<file path="config.mk">
export PLATFORM = sky130hd
export DESIGN_NAME = echo_median_report_on_change
export DESIGN_NICKNAME = d
export VERILOG_FILES = /design/src/hw/rtl/emr_pkg.sv /design/src/hw/rtl/emr_regs.sv /design/src/hw/rtl/emr_front.sv /design/src/hw/rtl/emr_queue.sv /design/src/hw/rtl/emr_back.sv /design/src/hw/rtl/echo_median_report_on_change.sv
export SDC_FILE = /design/constraint.sdc
export NUM_CORES = 1
export LEC_CHECK = 0
export BUFFER_PORTS_ARGS = -buffer_cell sky130_fd_sc_hd__buf_2
export CAP_MARGIN = 25
export CORE_MARGIN = 2
export CORE_UTILIZATION = 35
export CTS_CLUSTER_DIAMETER = 40
export DETAILED_ROUTE_END_ITERATION = 12
export PLACE_DENSITY_LB_ADDON = 0.3
export SLEW_MARGIN = 25
export SYNTH_ARGS = -nofsm -noshare
export SYNTH_HDL_FRONTEND = slang
export SYNTH_SLANG_ARGS = --single-unit
</file>
<file path="constraint.sdc">
create_clock -name i_clk -period 12.68 [get_ports i_clk]
set_clock_uncertainty 0.15 [all_clocks]
set_input_delay 1.902 -clock i_clk [delete_from_list [all_inputs] [get_ports i_clk]]
set_output_delay 1.902 -clock i_clk [all_outputs]
set_load 0.01 [all_outputs]
</file>
<file path="src/hw/rtl/emr_pkg.sv">
package emr_pkg;

    // Samples that make up one group, and the widths that follow from it.
    localparam int GROUP_SIZE = 5;
    localparam int IDX_W      = $clog2(GROUP_SIZE);
    localparam int CNT_W      = $clog2(GROUP_SIZE + 1);

    // Distance scale: 1.715 in unsigned Q16.
    localparam int          SCALE_W   = 17;
    localparam logic [16:0] SCALE_Q16 = 17'd112394;
    localparam int          DUR_W     = 16;
    localparam int          PROD_W    = DUR_W + SCALE_W;
    localparam int          DIST_W    = PROD_W - 16;

    // Queue between the front and the back.
    localparam int QUEUE_DEPTH = 2;
    localparam int QPTR_W      = (QUEUE_DEPTH > 1) ? $clog2(QUEUE_DEPTH) : 1;
    localparam int QCNT_W      = $clog2(QUEUE_DEPTH + 1);

    // Configuration port.
    localparam int ADDR_W = 5;

    typedef enum logic [2:0] {
        REG_DEADBAND  = 3'd0,
        REG_HEARTBEAT = 3'd1,
        REG_MIN_DIST  = 3'd2,
        REG_MAX_DIST  = 3'd3,
        REG_ECHO_LIM  = 3'd4,
        REG_MIN_VALID = 3'd5
    } t_reg_idx;

    localparam logic [15:0] RST_DEADBAND  = 16'd200;
    localparam logic [31:0] RST_HEARTBEAT = 32'd300000;
    localparam logic [15:0] RST_MIN_DIST  = 16'd200;
    localparam logic [15:0] RST_MAX_DIST  = 16'd40000;
    localparam logic [15:0] RST_ECHO_LIM  = 16'd30000;
    localparam logic [2:0]  RST_MIN_VALID = 3'd3;

    // Send reasons.
    localparam logic [1:0] REASON_NONE      = 2'd0;
    localparam logic [1:0] REASON_FIRST     = 2'd1;
    localparam logic [1:0] REASON_CHANGE    = 2'd2;
    localparam logic [1:0] REASON_HEARTBEAT = 2'd3;

    typedef struct packed {
        logic [15:0] deadband_x100;
        logic [31:0] beat_period_ms;
        logic [15:0] min_distance_x100;
        logic [15:0] max_distance_x100;
        logic [15:0] echo_limit_us;
        logic [2:0]  min_valid;
    } t_cfg;

    // One classified sample handed from the front to the back.
    typedef struct packed {
        logic        good;
        logic [15:0] range_x100;
        logic [31:0] time_ms;
        logic        group_end;
    } t_qent;

endpackage

</file>
<file path="src/hw/rtl/emr_regs.sv">
module emr_regs import emr_pkg::*; (
    input  logic              i_clk,
    input  logic              i_rst_n,
    input  logic              psel,
    input  logic              penable,
    input  logic              pwrite,
    input  logic [ADDR_W-1:0] paddr,
    input  logic [31:0]       pwdata,
    output logic [31:0]       prdata,
    output logic              pready,
    output t_cfg              o_cfg
);

    t_cfg     r_cfg;
    t_reg_idx w_idx;

    assign w_idx  = t_reg_idx'(paddr[ADDR_W-1:2]);
    assign pready = 1'b1;
    assign o_cfg  = r_cfg;

    // Register writes complete in the access phase.
    always_ff @(posedge i_clk) begin
        if (!i_rst_n) begin
            r_cfg.deadband_x100     <= RST_DEADBAND;
            r_cfg.beat_period_ms    <= RST_HEARTBEAT;
            r_cfg.min_distance_x100 <= RST_MIN_DIST;
            r_cfg.max_distance_x100 <= RST_MAX_DIST;
            r_cfg.echo_limit_us     <= RST_ECHO_LIM;
            r_cfg.min_valid         <= RST_MIN_VALID;
        end else if (psel && penable && pwrite) begin
            case (w_idx)
                REG_DEADBAND:  r_cfg.deadband_x100     <= pwdata[15:0];
                REG_HEARTBEAT: r_cfg.beat_period_ms    <= pwdata;
                REG_MIN_DIST:  r_cfg.min_distance_x100 <= pwdata[15:0];
                REG_MAX_DIST:  r_cfg.max_distance_x100 <= pwdata[15:0];
                REG_ECHO_LIM:  r_cfg.echo_limit_us     <= pwdata[15:0];
                REG_MIN_VALID: r_cfg.min_valid         <= pwdata[2:0];
                default: ;
            endcase
        end
    end

    // Read mux; unused addresses read as zero.
    always_comb begin
        case (w_idx)
            REG_DEADBAND:  prdata = {16'd0, r_cfg.deadband_x100};
            REG_HEARTBEAT: prdata = r_cfg.beat_period_ms;
            REG_MIN_DIST:  prdata = {16'd0, r_cfg.min_distance_x100};
            REG_MAX_DIST:  prdata = {16'd0, r_cfg.max_distance_x100};
            REG_ECHO_LIM:  prdata = {16'd0, r_cfg.echo_limit_us};
            REG_MIN_VALID: prdata = {29'd0, r_cfg.min_valid};
            default:       prdata = 32'd0;
        endcase
    end

endmodule

</file>
<file path="src/hw/rtl/emr_front.sv">
module emr_front import emr_pkg::*; (
    input  logic        i_clk,
    input  logic        i_rst_n,
    input  logic        i_in_valid,
    output logic        o_in_ready,
    input  logic [15:0] i_echo_duration_us,
    input  logic        i_echo_missing,
    input  logic [31:0] i_time_ms,
    input  t_cfg        i_cfg,
    output logic        o_push,
    output t_qent       o_push_data,
    input  logic        i_full
);

    typedef enum logic [1:0] {
        ST_TAKE,
        ST_SCALE,
        ST_CLASSIFY
    } t_state;

    t_state              r_state;
    logic [IDX_W-1:0]    r_pos;
    logic [15:0]         r_dur;
    logic                r_missing;
    logic [31:0]         r_time;
    logic                r_group_end;
    logic                r_in_limit;
    logic [DIST_W-1:0]   r_dist;
    logic [PROD_W-1:0]   w_product;
    logic                w_good;
    logic                w_pos_last;

    assign o_in_ready = (r_state == ST_TAKE);
    assign w_pos_last = (r_pos == IDX_W'(GROUP_SIZE - 1));

    // Duration to hundredths of a cm.
    assign w_product = PROD_W'(r_dur) * PROD_W'(SCALE_Q16);

    // A sample is good when the echo was in time and the distance is in the window.
    assign w_good = r_in_limit &&
                    (r_dist >= DIST_W'(i_cfg.min_distance_x100)) &&
                    (r_dist <= DIST_W'(i_cfg.max_distance_x100));

    assign o_push                 = (r_state == ST_CLASSIFY) && !i_full;
    assign o_push_data.good       = w_good;
    assign o_push_data.range_x100 = r_dist[15:0];
    assign o_push_data.time_ms    = r_time;
    assign o_push_data.group_end  = r_group_end;

    // Take, scale and classify one transaction at a time.
    always_ff @(posedge i_clk) begin
        if (!i_rst_n) begin
            r_state <= ST_TAKE;
            r_pos   <= '0;
        end else begin
            case (r_state)
                ST_TAKE: begin
                    if (i_in_valid) begin
                        r_dur       <= i_echo_duration_us;
                        r_missing   <= i_echo_missing;
                        r_time      <= i_time_ms;
                        r_group_end <= w_pos_last;
                        r_pos       <= w_pos_last ? '0 : r_pos + IDX_W'(1);
                        r_state     <= ST_SCALE;
                    end
                end
                ST_SCALE: begin
                    r_dist     <= w_product[PROD_W-1:16];
                    r_in_limit <= !r_missing && (r_dur <= i_cfg.echo_limit_us);
                    r_state    <= ST_CLASSIFY;
                end
                ST_CLASSIFY: begin
                    if (!i_full) begin
                        r_state <= ST_TAKE;
                    end
                end
                default: r_state <= ST_TAKE;
            endcase
        end
    end

endmodule

</file>
<file path="src/hw/rtl/emr_queue.sv">
module emr_queue import emr_pkg::*; (
    input  logic  i_clk,
    input  logic  i_rst_n,
    input  logic  i_push,
    input  t_qent i_data,
    output logic  o_full,
    input  logic  i_pop,
    output logic  o_valid,
    output t_qent o_data
);

    t_qent             r_mem [QUEUE_DEPTH];
    logic [QPTR_W-1:0] r_wp;
    logic [QPTR_W-1:0] r_rp;
    logic [QCNT_W-1:0] r_cnt;
    logic              w_push;
    logic              w_pop;

    assign o_full  = (r_cnt == QCNT_W'(QUEUE_DEPTH));
    assign o_valid = (r_cnt != '0);
    assign o_data  = r_mem[r_rp];
    assign w_push  = i_push && !o_full;
    assign w_pop   = i_pop && o_valid;

    // Entry storage.
    always_ff @(posedge i_clk) begin
        if (w_push) begin
            r_mem[r_wp] <= i_data;
        end
    end

    // Pointers and fill count.
    always_ff @(posedge i_clk) begin
        if (!i_rst_n) begin
            r_wp  <= '0;
            r_rp  <= '0;
            r_cnt <= '0;
        end else begin
            if (w_push) begin
                r_wp <= (r_wp == QPTR_W'(QUEUE_DEPTH - 1)) ? '0 : r_wp + QPTR_W'(1);
            end
            if (w_pop) begin
                r_rp <= (r_rp == QPTR_W'(QUEUE_DEPTH - 1)) ? '0 : r_rp + QPTR_W'(1);
            end
            case ({w_push, w_pop})
                2'b10:   r_cnt <= r_cnt + QCNT_W'(1);
                2'b01:   r_cnt <= r_cnt - QCNT_W'(1);
                default: r_cnt <= r_cnt;
            endcase
        end
    end

endmodule

</file>
<file path="src/hw/rtl/emr_back.sv">
module emr_back import emr_pkg::*; (
    input  logic        i_clk,
    input  logic        i_rst_n,
    input  t_cfg        i_cfg,
    input  logic        i_q_valid,
    input  t_qent       i_q_data,
    output logic        o_pop,
    output logic        o_out_valid,
    input  logic        i_out_ready,
    output logic [15:0] o_distance_x100,
    output logic        o_reading_valid,
    output logic        o_send_now,
    output logic [1:0]  o_send_reason,
    output logic [15:0] o_change_x100,
    output logic [2:0]  o_good_count
);

    typedef enum logic [1:0] {
        ST_COLLECT,
        ST_RANK,
        ST_DECIDE
    } t_state;

    t_state           r_state;
    logic [15:0]      r_store [GROUP_SIZE];
    logic [CNT_W-1:0] r_cnt;
    logic [IDX_W-1:0] r_idx;
    logic [15:0]      r_med;
    logic [31:0]      r_time;
    logic [15:0]      r_last_sent;
    logic             r_have_sent;
    logic [31:0]      r_stamp;
    logic             r_out_valid;
    logic [15:0]      r_distance;
    logic             r_reading_valid;
    logic [1:0]       r_reason;
    logic [15:0]      r_change;
    logic [2:0]       r_good_count;

    logic [CNT_W-1:0] n_cnt;
    logic             w_store_en;
    logic [15:0]      w_cand;
    logic [CNT_W-1:0] w_rank;
    logic [15:0]      w_diff;
    logic [15:0]      w_change;
    logic [31:0]      w_elapsed;
    logic [2:0]       w_need;
    logic             w_valid;
    logic [1:0]       w_reason;
    logic             w_out_free;
    logic             w_load;

    assign o_pop       = (r_state == ST_COLLECT) && i_q_valid;
    assign w_store_en  = o_pop && i_q_data.good && (r_cnt < CNT_W'(GROUP_SIZE));
    assign n_cnt       = w_store_en ? r_cnt + CNT_W'(1) : r_cnt;
    assign w_out_free  = !r_out_valid || i_out_ready;
    assign w_load      = (r_state == ST_DECIDE) && w_out_free;

    // Rank of the current candidate among the group's good samples, equal values
    // ordered by arrival so that exactly one entry holds each rank.
    always_comb begin
        w_cand = r_store[r_idx];
        w_rank = '0;
        for (int j = 0; j < GROUP_SIZE; j++) begin
            if (CNT_W'(j) < r_cnt) begin
                if (r_store[j] < w_cand) begin
                    w_rank = w_rank + CNT_W'(1);
                end else if ((r_store[j] == w_cand) && (IDX_W'(j) < r_idx)) begin
                    w_rank = w_rank + CNT_W'(1);
                end
            end
        end
    end

    // Send decision for a completed group.
    always_comb begin
        w_diff    = (r_med >= r_last_sent) ? r_med - r_last_sent : r_last_sent - r_med;
        w_change  = r_have_sent ? w_diff : 16'd0;
        w_elapsed = r_time - r_stamp;
        w_need    = (i_cfg.min_valid == 3'd0) ? 3'd1 : i_cfg.min_valid;
        w_valid   = (32'(r_cnt) >= 32'(w_need));
        if (!w_valid) begin
            w_reason = REASON_NONE;
        end else if (!r_have_sent) begin
            w_reason = REASON_FIRST;
        end else if (w_change >= i_cfg.deadband_x100) begin
            w_reason = REASON_CHANGE;
        end else if (w_elapsed >= i_cfg.beat_period_ms) begin
            w_reason = REASON_HEARTBEAT;
        end else begin
            w_reason = REASON_NONE;
        end
    end

    // Sample storage is plain payload; only entries written in the current group are read.
    always_ff @(posedge i_clk) begin
        if (w_store_en) begin
            r_store[r_cnt[IDX_W-1:0]] <= i_q_data.range_x100;
        end
    end

    // Group sequencer, send state and output register.
    always_ff @(posedge i_clk) begin
        if (!i_rst_n) begin
            r_state     <= ST_COLLECT;
            r_cnt       <= '0;
            r_idx       <= '0;
            r_have_sent <= 1'b0;
            r_last_sent <= '0;
            r_stamp     <= '0;
            r_out_valid <= 1'b0;
        end else begin
            if (r_out_valid && i_out_ready && !w_load) begin
                r_out_valid <= 1'b0;
            end
            case (r_state)
                ST_COLLECT: begin
                    if (o_pop) begin
                        r_cnt <= n_cnt;
                        if (i_q_data.group_end) begin
                            r_time  <= i_q_data.time_ms;
                            r_idx   <= '0;
                            r_state <= ST_RANK;
                        end
                    end
                end
                ST_RANK: begin
                    if ((CNT_W'(r_idx) < r_cnt) && (w_rank == (r_cnt >> 1))) begin
                        r_med <= w_cand;
                    end
                    if (r_idx == IDX_W'(GROUP_SIZE - 1)) begin
                        r_state <= ST_DECIDE;
                    end else begin
                        r_idx <= r_idx + IDX_W'(1);
                    end
                end
                ST_DECIDE: begin
                    if (w_out_free) begin
                        r_out_valid     <= 1'b1;
                        r_reading_valid <= w_valid;
                        r_distance      <= w_valid ? r_med : 16'd0;
                        r_change        <= w_valid ? w_change : 16'd0;
                        r_reason        <= w_reason;
                        r_good_count    <= (32'(r_cnt) > 32'd7) ? 3'd7 : 3'(r_cnt);
                        if (w_reason != REASON_NONE) begin
                            r_have_sent <= 1'b1;
                            r_last_sent <= r_med;
                            r_stamp     <= r_time;
                        end
                        r_cnt   <= '0;
                        r_state <= ST_COLLECT;
                    end
                end
                default: r_state <= ST_COLLECT;
            endcase
        end
    end

    assign o_out_valid     = r_out_valid;
    assign o_distance_x100 = r_distance;
    assign o_reading_valid = r_reading_valid;
    assign o_send_now      = (r_reason != REASON_NONE);
    assign o_send_reason   = r_reason;
    assign o_change_x100   = r_change;
    assign o_good_count    = r_good_count;

endmodule

</file>
<file path="src/hw/rtl/echo_median_report_on_change.sv">
// Echo median filter with send-on-change reporting. Each input transaction is one
// echo sample (duration in us, missing flag, ms timestamp). The front takes a
// transaction, scales the duration to hundredths of a cm by 112394/65536 and
// classifies it against the echo limit and the distance window in the steps accept,
// multiply and classify; o_in_ready stays low until the classified sample is pushed,
// so the front holds one sample at a time and, when nothing stalls, sets the sustained
// rate. A two-entry queue passes classified samples to the back, which stores good
// ones and, after every group of five samples, ranks each stored value in turn for
// the upper median and then makes the send decision before the result transaction
// is loaded into the output register. The front keeps accepting samples while a
// result waits to be taken, until the queue is full. The six configuration
// registers sit at byte addresses 0 to 20 in steps of 4 and are meant to be written
// while no group is in progress.
module echo_median_report_on_change import emr_pkg::*; (
    input  logic              i_clk,
    input  logic              i_rst_n,
    input  logic              i_in_valid,
    output logic              o_in_ready,
    input  logic [15:0]       i_echo_duration_us,
    input  logic              i_echo_missing,
    input  logic [31:0]       i_time_ms,
    output logic              o_out_valid,
    input  logic              i_out_ready,
    output logic [15:0]       o_distance_x100,
    output logic              o_reading_valid,
    output logic              o_send_now,
    output logic [1:0]        o_send_reason,
    output logic [15:0]       o_change_x100,
    output logic [2:0]        o_good_count,
    input  logic              psel,
    input  logic              penable,
    input  logic              pwrite,
    input  logic [ADDR_W-1:0] paddr,
    input  logic [31:0]       pwdata,
    output logic [31:0]       prdata,
    output logic              pready
);

    t_cfg  w_cfg;
    logic  w_push;
    t_qent w_push_data;
    logic  w_full;
    logic  w_pop;
    logic  w_q_valid;
    t_qent w_q_data;

    // Configuration registers.
    emr_regs u_regs (
        .i_clk   (i_clk),
        .i_rst_n (i_rst_n),
        .psel    (psel),
        .penable (penable),
        .pwrite  (pwrite),
        .paddr   (paddr),
        .pwdata  (pwdata),
        .prdata  (prdata),
        .pready  (pready),
        .o_cfg   (w_cfg)
    );

    // Sample intake and classification.
    emr_front u_front (
        .i_clk              (i_clk),
        .i_rst_n            (i_rst_n),
        .i_in_valid         (i_in_valid),
        .o_in_ready         (o_in_ready),
        .i_echo_duration_us (i_echo_duration_us),
        .i_echo_missing     (i_echo_missing),
        .i_time_ms          (i_time_ms),
        .i_cfg              (w_cfg),
        .o_push             (w_push),
        .o_push_data        (w_push_data),
        .i_full             (w_full)
    );

    // Queue between the two halves.
    emr_queue u_queue (
        .i_clk   (i_clk),
        .i_rst_n (i_rst_n),
        .i_push  (w_push),
        .i_data  (w_push_data),
        .o_full  (w_full),
        .i_pop   (w_pop),
        .o_valid (w_q_valid),
        .o_data  (w_q_data)
    );

    // Median, send decision and result register.
    emr_back u_back (
        .i_clk           (i_clk),
        .i_rst_n         (i_rst_n),
        .i_cfg           (w_cfg),
        .i_q_valid       (w_q_valid),
        .i_q_data        (w_q_data),
        .o_pop           (w_pop),
        .o_out_valid     (o_out_valid),
        .i_out_ready     (i_out_ready),
        .o_distance_x100 (o_distance_x100),
        .o_reading_valid (o_reading_valid),
        .o_send_now      (o_send_now),
        .o_send_reason   (o_send_reason),
        .o_change_x100   (o_change_x100),
        .o_good_count    (o_good_count)
    );

endmodule

</file>
==> results by group, run 1 <==
Drt
  • Drt pass-1 iters: 7
  • Routed wire length per instance: 18.4 um
  • Residual DRC: 0
  • DRT iter0 DRCs: 1381
  • Via density: 5.03
  • DR vias: 21500
  • Wirelength, routed: 79.0 mm
  • Post-DRT Antenna Nets: 0

Setup path
  • Crit end category: register
  • Crit-path slowest cell: o21ai_0
  • WP data arrival: 7.35 ns
  • Setup crit start kind: register
  • Cell Chain, Critical Path: buf_4 -> mux4_2 -> o21ai_0 -> ha_1 -> nor2b_1 -> o211ai_1 -> a21oi_2 -> a2111oi_1 -> nor2_1 -> a31oi_1 -> ha_1 -> nand2_1 -> o221ai_2 -> ha_1 -> mux2_2 -> ha_1 -> mux2_2 -> ha_1 -> nand2_1 -> o21ai_0 -> nor3_1 -> nor4b_2 -> buf_4
  • FF-to-FF End: u_back.r_med[13]
  • Most used cell, CP: ha_1
  • R2r setup slk: 5.48 ns
  • Worst path max stage delay: 0.82 ns
  • Maximum fanout along the worst path: 20
  • Crit Path Category: register to register
  • Required @ worst endpoint: 12.84 ns
  • R2R depth: 23

Layout
  • Fillers: 8592
  • Layout cells sized above 1: 0.140
  • Layout net count: 3588
  • Post-route insts no fill: 4284
  • P&R area growth vs syn: 16.4%

Timing
  • Final Max Slew Viols: 0
  • RSZ-0062 raised after global routing: false
  • Final-report setup violation count: 0
  • Final min period: 7.20 ns
  • Slew HR: 0.299
  • Worst Tran Pin Value: 1.04 ns
  • Hold slack final: 0.290 ns
  • Fin. Hold Viols: 0
  • Final worst path period share: 0.568
  • Setup_tns: 0 ns
  • Achievable Freq: 139 MHz

Logic synthesis
  • Synth Instances: 2825
  • Post-synth top area cell: edfxtp_1
  • Top cell type's share of synthesized area: 0.362
  • Main flop type after synthesis: edfxtp_1
  • Post-synth EDFFs: 382
  • Post-Syn Area: 31700 um2
  • Mapped Avg Cell Area: 11.2 um2
  • Synth top area cells: edfxtp_1 36%, ha_1 15%, dfxtp_1 11%
  • Commonest cells in the netlist: 382 x edfxtp_1, 372 x ha_1, 345 x inv_1, 244 x nand2_1, 201 x a21oi_1
  • Count leader, synth: edfxtp_1
  • Asr flop ratio synth: 0
  • Distinct cells, synth: 80
  • YS warnings: 0
  • Sequential-to-total area share from yosys stat: 0.469
  • Synthesis-stage register bit count: 552

Floorplanning
  • Cell row count: 110
  • Die W: 305 um
  • Die Area: 93100 um2
  • # IOs: 167
  • Die height: 305 um
  • Starting Density: 0.353
  • Core area: 89900 um2

CTS
  • CTS Hold Bufs: 0
  • H-Tree Depth: 3
  • CTS resizes: 0
  • Clock Tree Root: clkbuf_16
  • Register clock-pin slew on the reported worst setup and hold paths: 0.06 ns
  • CTS tree: built
  • Worst-Skew Late Latency: 0.64 ns
  • Postcts setup bufs: 0
  • Total CTS buffers: 81
  • Clock Path Buffers: 3
  • Clock Sinks: 552

Hold path
  • Hold Crit Start: u_front.r_group_end
  • Worst Hold Class: register to register
  • Worst Hold Depth: 0
  • Hold Path End: u_queue.r_mem[0][0]

Power
  • Peak VDD IR: 0.107 mV
  • Power Dens Cells: 176 nW/um2
  • Leakage: 0.0149 uW

Place
  • Gpl congestion: 0.893
  • Final HPWL DP: 57.8 mm
  • Post-Place Cells: 4132
  • IO Port Bufs: 163

Global routing
  • Initial antenna violation count: 6
  • Remaining global-route overflow: 0
  • Largest net degree at the start of global routing: 80
  • GRT Total Usage: 0.169
  • Vias in the first global route: 21500
  • First-pass GRT wire length: 122 mm

Run status
  • Outcome: completed

Run
  • Max Cap Viol: 0
metal layers:
metal  GRT usage  vias to the layer above  share of wire
li1            -                    10500              -
met4      0.0515                       10          0.026
met1       0.234                    10400           0.46
met3      0.0370                      142          0.060
met2       0.265                      485           0.45
met5           0                        -        0.00076
state kept, by name, indices dropped and copies added (netlist names), 16 cells and up, named ones only:
name	count
u_back.r_store	128
u_queue.r_mem	100
u_regs.o_cfg	99
u_back.r_stamp	32
u_back.r_time	32
u_front.r_time	32
u_front.r_dist	17
u_back.o_change_x100	16
u_back.o_distance_x100	16
u_back.r_last_sent	16
u_back.r_med	16
u_front.r_dur	16
worst max-delay path: cells and delay by family, from the launching register on:
kind | cells | cell delay (ns)
fa+ha+maj | 5 | 1.39
mux | 3 | 1.14
simple gates | 6 | 0.66
flops | 1 | 0.64
compound gates | 7 | 2.13
buf+inv | 2 | 0.77
final cells by class:
class                   count  area, um2  area share
multi-input cells        1871      15400       0.417
flip-flops and latches    552      14900       0.403
clock buffers              96       2170      0.0587
well taps                1176       1470      0.0399
inverters                 345       1300      0.0352
repair buffers            188       1020      0.0277
clock inverters            55        676      0.0183
diodes                      1       2.50   0.0000678
placed cells by master (no fill, tap or decap), types with 34 or more instances in the layout:
cell | netlist | routed
nor3_1 | 45 | 43
o211ai_1 | 34 | 34
clkbuf_16 | 0 | 84
o31ai_1 | 54 | 54
ha_1 | 372 | 372
o21ai_0 | 48 | 48
nor2_1 | 101 | 96
nand2_1 | 244 | 244
fa_1 | 84 | 84
conb_1 | 2 | 49
nand3_1 | 71 | 71
inv_1 | 345 | 344
mux2_2 | 54 | 54
edfxtp_1 | 382 | 382
a21o_1 | 79 | 79
mux2i_1 | 41 | 41
buf_2 | 1 | 163
a21oi_1 | 201 | 200
xnor2_1 | 38 | 38
dfxtp_1 | 170 | 168
power breakdown:
| group | switching (uW) | internal, uW |
|---|---|---|
| logic | 1090 | 857 |
| clock network | 860 | 1470 |
| registers | 97.1 | 2140 |
| total | 2040 | 4460 |
per-stage QoR:
| step | instance area [um2] | power, uW | setup WS [ns] | utilization |
|---|---|---|---|---|
| 4_1_cts | 36900 | 6570 | 5.46 | 0.411 |
| 6_report | 36900 | 6510 | 5.48 | 0.411 |
| 5_1_grt | 36900 | 6930 | 4.87 | 0.411 |
| 3_5_place_dp | 34100 | 4220 | 5.46 | 0.379 |
| 2_1_floorplan | 31900 | 3700 | 5.69 | - |
| 3_3_place_gp | 34000 | 4210 | 5.48 | 0.379 |
kinds of logic (layout without fill, tap and decap cells):
kind of cell / after synthesis / count (layout) / synth area share
AOI/OAI and AO/OA: 571 / 571 / 0.115
xor gates and xnor gates: 69 / 69 / 0.0193
muxes: 129 / 129 / 0.0559
buffers and inverters: 449 / 684 / 0.0533
other: 2 / 50 / 0.000237
adders and majority gates: 456 / 456 / 0.200
DFF: 552 / 552 / 0.469
and+or+nand+nor: 597 / 597 / 0.0873
worst max path at each step:
stage                  start               end  slack (ns)  cells past startpoint
finish              register  u_back.r_med[13]        5.48                     23
global route        register  u_back.r_med[13]        4.87                     23
CTS                 register  u_back.r_med[13]        5.46                     23
detailed placement  register  u_back.r_med[14]        5.46                     23
global placement    register  u_back.r_med[12]        5.48                     23
floorplan           register   u_back.r_med[0]        5.69                     23
Note: power is estimated with default switching activity, not from simulation.
==> inputs of run 2 (changes only) <==
==> constraint.sdc (replaced) <==
create_clock -name i_clk -period 6.6 [get_ports i_clk]
set_clock_uncertainty 0.15 [all_clocks]
set_input_delay 0.99 -clock i_clk [delete_from_list [all_inputs] [get_ports i_clk]]
set_output_delay 0.99 -clock i_clk [all_outputs]
set_load 0.01 [all_outputs]
==> run 2 against run 1 <==
Against the previous run: flip-flop and latch count stayed put; combinational power increased by 99%; routed wire length up 1.3%; setup slack worse by 5.0 ns; die area unchanged; critical endpoint is now u_front.r_dist[16]; critical path depth fell by 4; maximum frequency grew 17%; design area increased by 1.1%; worst hold slack better by 0.0027 ns.
==> results by group, run 2 (same netlist as run 1, synthesis figures left out) <==
Run status
  • Outcome: completed

Setup path
  • Maximum fanout along the worst path: 6 (-70%)
  • WP data arrival: 6.40 ns (-0.95 ns)
  • Crit end category: register
  • Worst r2r src: u_front.r_dur[6]
  • R2r setup slk: 0.44 ns (-5.04 ns)
  • Setup crit start kind: register
  • R2R depth: 19 (-17%)
  • Required @ worst endpoint: 6.84 ns (-6.00 ns)
  • Crit Path Category: register to register
  • FF-to-FF End: u_front.r_dist[16]

CTS
  • Register clock-pin slew on the reported worst setup and hold paths: 0.05 ns (about the same)
  • Postcts setup bufs: 0 (unchanged)
  • Clock Path Buffers: 3 (unchanged)
  • CTS resizes: 0 (unchanged)
  • CTS Hold Bufs: 0 (unchanged)
  • Clock Tree Root: clkbuf_16
  • Total CTS buffers: 86 (+6.2%)
  • Worst-Skew Late Latency: 0.65 ns (about the same)
  • CTS tree: built
  • H-Tree Depth: 3 (unchanged)
  • Clock Sinks: 552 (unchanged)

Timing
  • Final-report setup violation count: 0 (unchanged)
  • RSZ-0062 raised after global routing: false
  • Worst Tran Pin Value: 1.02 ns (-0.0245 ns)
  • Final worst path period share: 0.933 (+0.366)
  • Final min period: 6.16 ns (-1.04 ns)
  • Achievable Freq: 162 MHz (+17%)
  • Setup_tns: 0 ns (unchanged)
  • Hold slack final: 0.293 ns (+0.00274 ns)
  • Slew HR: 0.322 (+0.0237)
  • Fin. Hold Viols: 0 (unchanged)
  • Final Max Slew Viols: 0 (unchanged)

Global routing
  • Initial antenna violation count: 4 (-2)
  • Vias in the first global route: 21500 (+0.033%)
  • Remaining global-route overflow: 0 (unchanged)
  • GRT Total Usage: 0.171 (+0.00173)
  • First-pass GRT wire length: 124 mm (+1.3%)
  • Largest net degree at the start of global routing: 65 (-19%)

Floorplanning
  • Starting Density: 0.353 (unchanged)
  • Core area: 89900 um2 (unchanged)
  • Die height: 305 um (unchanged)
  • # IOs: 167 (unchanged)
  • Die W: 305 um (unchanged)
  • Die Area: 93100 um2 (unchanged)
  • Cell row count: 110 (unchanged)

Place
  • Placement Cell Area: 34300 um2 (+0.72%)
  • IO Port Bufs: 163 (unchanged)
  • Gpl congestion: 0.888 (-0.64%)
  • Final HPWL DP: 59.2 mm (+2.3%)

Power
  • P_sw: 4100 uW (+100%)
  • Clock power share: 0.363 (+0.006)
  • Cell Int Power: 8660 uW (+94%)
  • Leakage: 0.0152 uW (+1.6%)
  • Peak VDD IR: 0.215 mV (+100%)
  • Switching share of power: 0.321 (+0.00719)
  • Sequential power share: 0.335 (-0.009)
  • Power Dens Cells: 342 nW/um2 (+94%)
  • Logic pwr share: 0.302 (+0.003)

Layout
  • Fillers: 8584 (-0.093%)
  • P&R area growth vs syn: 17.7%
  • Most frequent cells in the layout: 382 x edfxtp_1, 372 x ha_1, 344 x inv_1
  • Max reg flops: 128 (unchanged)
  • Layout net count: 3622 (+0.95%)
  • Post-route core utilization: 0.415 (+0.00459)
  • Final Instance Area: 37300 um2 (+1.1%)
  • Ant diodes: 0 (-1)
  • Layout cells sized above 1: 0.153 (+0.0132)
  • Most common cell after layout, fill and taps aside: edfxtp_1

Hold path
  • Hold Crit Start: u_front.r_time[0]
  • Hold Path End: u_queue.r_mem[0][1]
  • Worst Hold Class: register to register
  • Worst Hold Depth: 0 (unchanged)

Drt
  • DRT iter0 DRCs: 1613 (+17%)
  • Post-DRT Antenna Nets: 0 (unchanged)
  • Via density: 5.03 (about the same)
  • DR vias: 21700 (+0.96%)
  • Residual DRC: 0 (unchanged)
  • Routed wire length per instance: 18.5 um (+0.45%)
  • Wirelength, routed: 80.0 mm (+1.3%)
  • Drt pass-1 iters: 6 (-1)

Run
  • Max Cap Viol: 0 (unchanged)
==> run 2: changes by cell type in the layout (fill, tap and decap cells not counted), moves of 2 or more <==
cell,before,now
inv_8,4,7
clkinvlp_4,6,4
bufinv_16,11,8
inv_6,8,15
clkbuf_1,10,5
clkinv_2,8,12
inv_16,0,2
clkinv_16,0,2
clkinv_4,5,7
clkbuf_16,84,86
buf_4,24,50
buf_12,0,2
==> run 2: worst max path at each step <==
stage                         end  slack (ns)  depth (start not counted)              from
6_report       u_front.r_dist[16]        0.44                         19  u_front.r_dur[6]
2_1_floorplan     u_back.r_med[0]        0.01                         23          register
3_5_place_dp   u_front.r_dist[16]        0.42                         19  u_front.r_dur[6]
4_1_cts          u_back.r_med[10]        0.40                         24          register
3_3_place_gp   u_front.r_dist[16]        0.43                         19  u_front.r_dur[6]
5_1_grt        u_back.r_stamp[16]        0.08                         24   u_back.r_med[0]
==> run 2: cell type report <==
type	count	area (um2)	area share
clock buffer	93	2200	0.0589
clock inverter	68	793	0.0213
inverter	345	1300	0.0348
multi-input combinational	1871	15400	0.413
sequential	552	14900	0.399
tap	1176	1470	0.0394
timing repair buffer	217	1270	0.0341
==> run 2: power by group through the flow <==
stage	Combinational, uW	Clock (uW)	Sequential [uW]
final	3860	4630	4270
after global routing	4410	4880	4290
after CTS	3900	4720	4270
after detailed placement	3850	0	4340
after global placement	3810	0	4340
after floorplan	2840	0	4270
==> run 2: per-layer routing <==
metal / GRT usage / routed length, um / up-vias
met1: 0.237 / 37300 / 10400
met3: 0.0376 / 4930 / 136
met2: 0.268 / 35700 / 568
met5: 0 / 36 / -
met4: 0.0502 / 2020 / 6
li1: - / - / 10600
==> run 2: per-stage QoR <==
stage	std cells	power [uW]	setup slack, ns
final	4322	12800	0.440
after global routing	4322	13600	0.0779
after CTS	4321	12900	0.401
after detailed placement	4160	8190	0.424
after global placement	4159	8150	0.426
after floorplan	2872	7110	0.0141
==> run 2: worst max-delay path, stage by stage (launching register included) <==
cell      delay, ns
edfxtp_1       0.55
fa_1           0.57
fa_1           0.42
ha_1           0.28
inv_1          0.05
fa_1           0.53
inv_1          0.06
fa_1           0.53
fa_1           0.51
ha_1           0.34
a22oi_1        0.18
a21boi_0       0.11
a41oi_1        0.37
o31a_1         0.27
o21ai_1        0.15
a21oi_1        0.24
a21oi_1        0.13
a21o_1         0.22
a21oi_1        0.17
xnor2_1        0.08
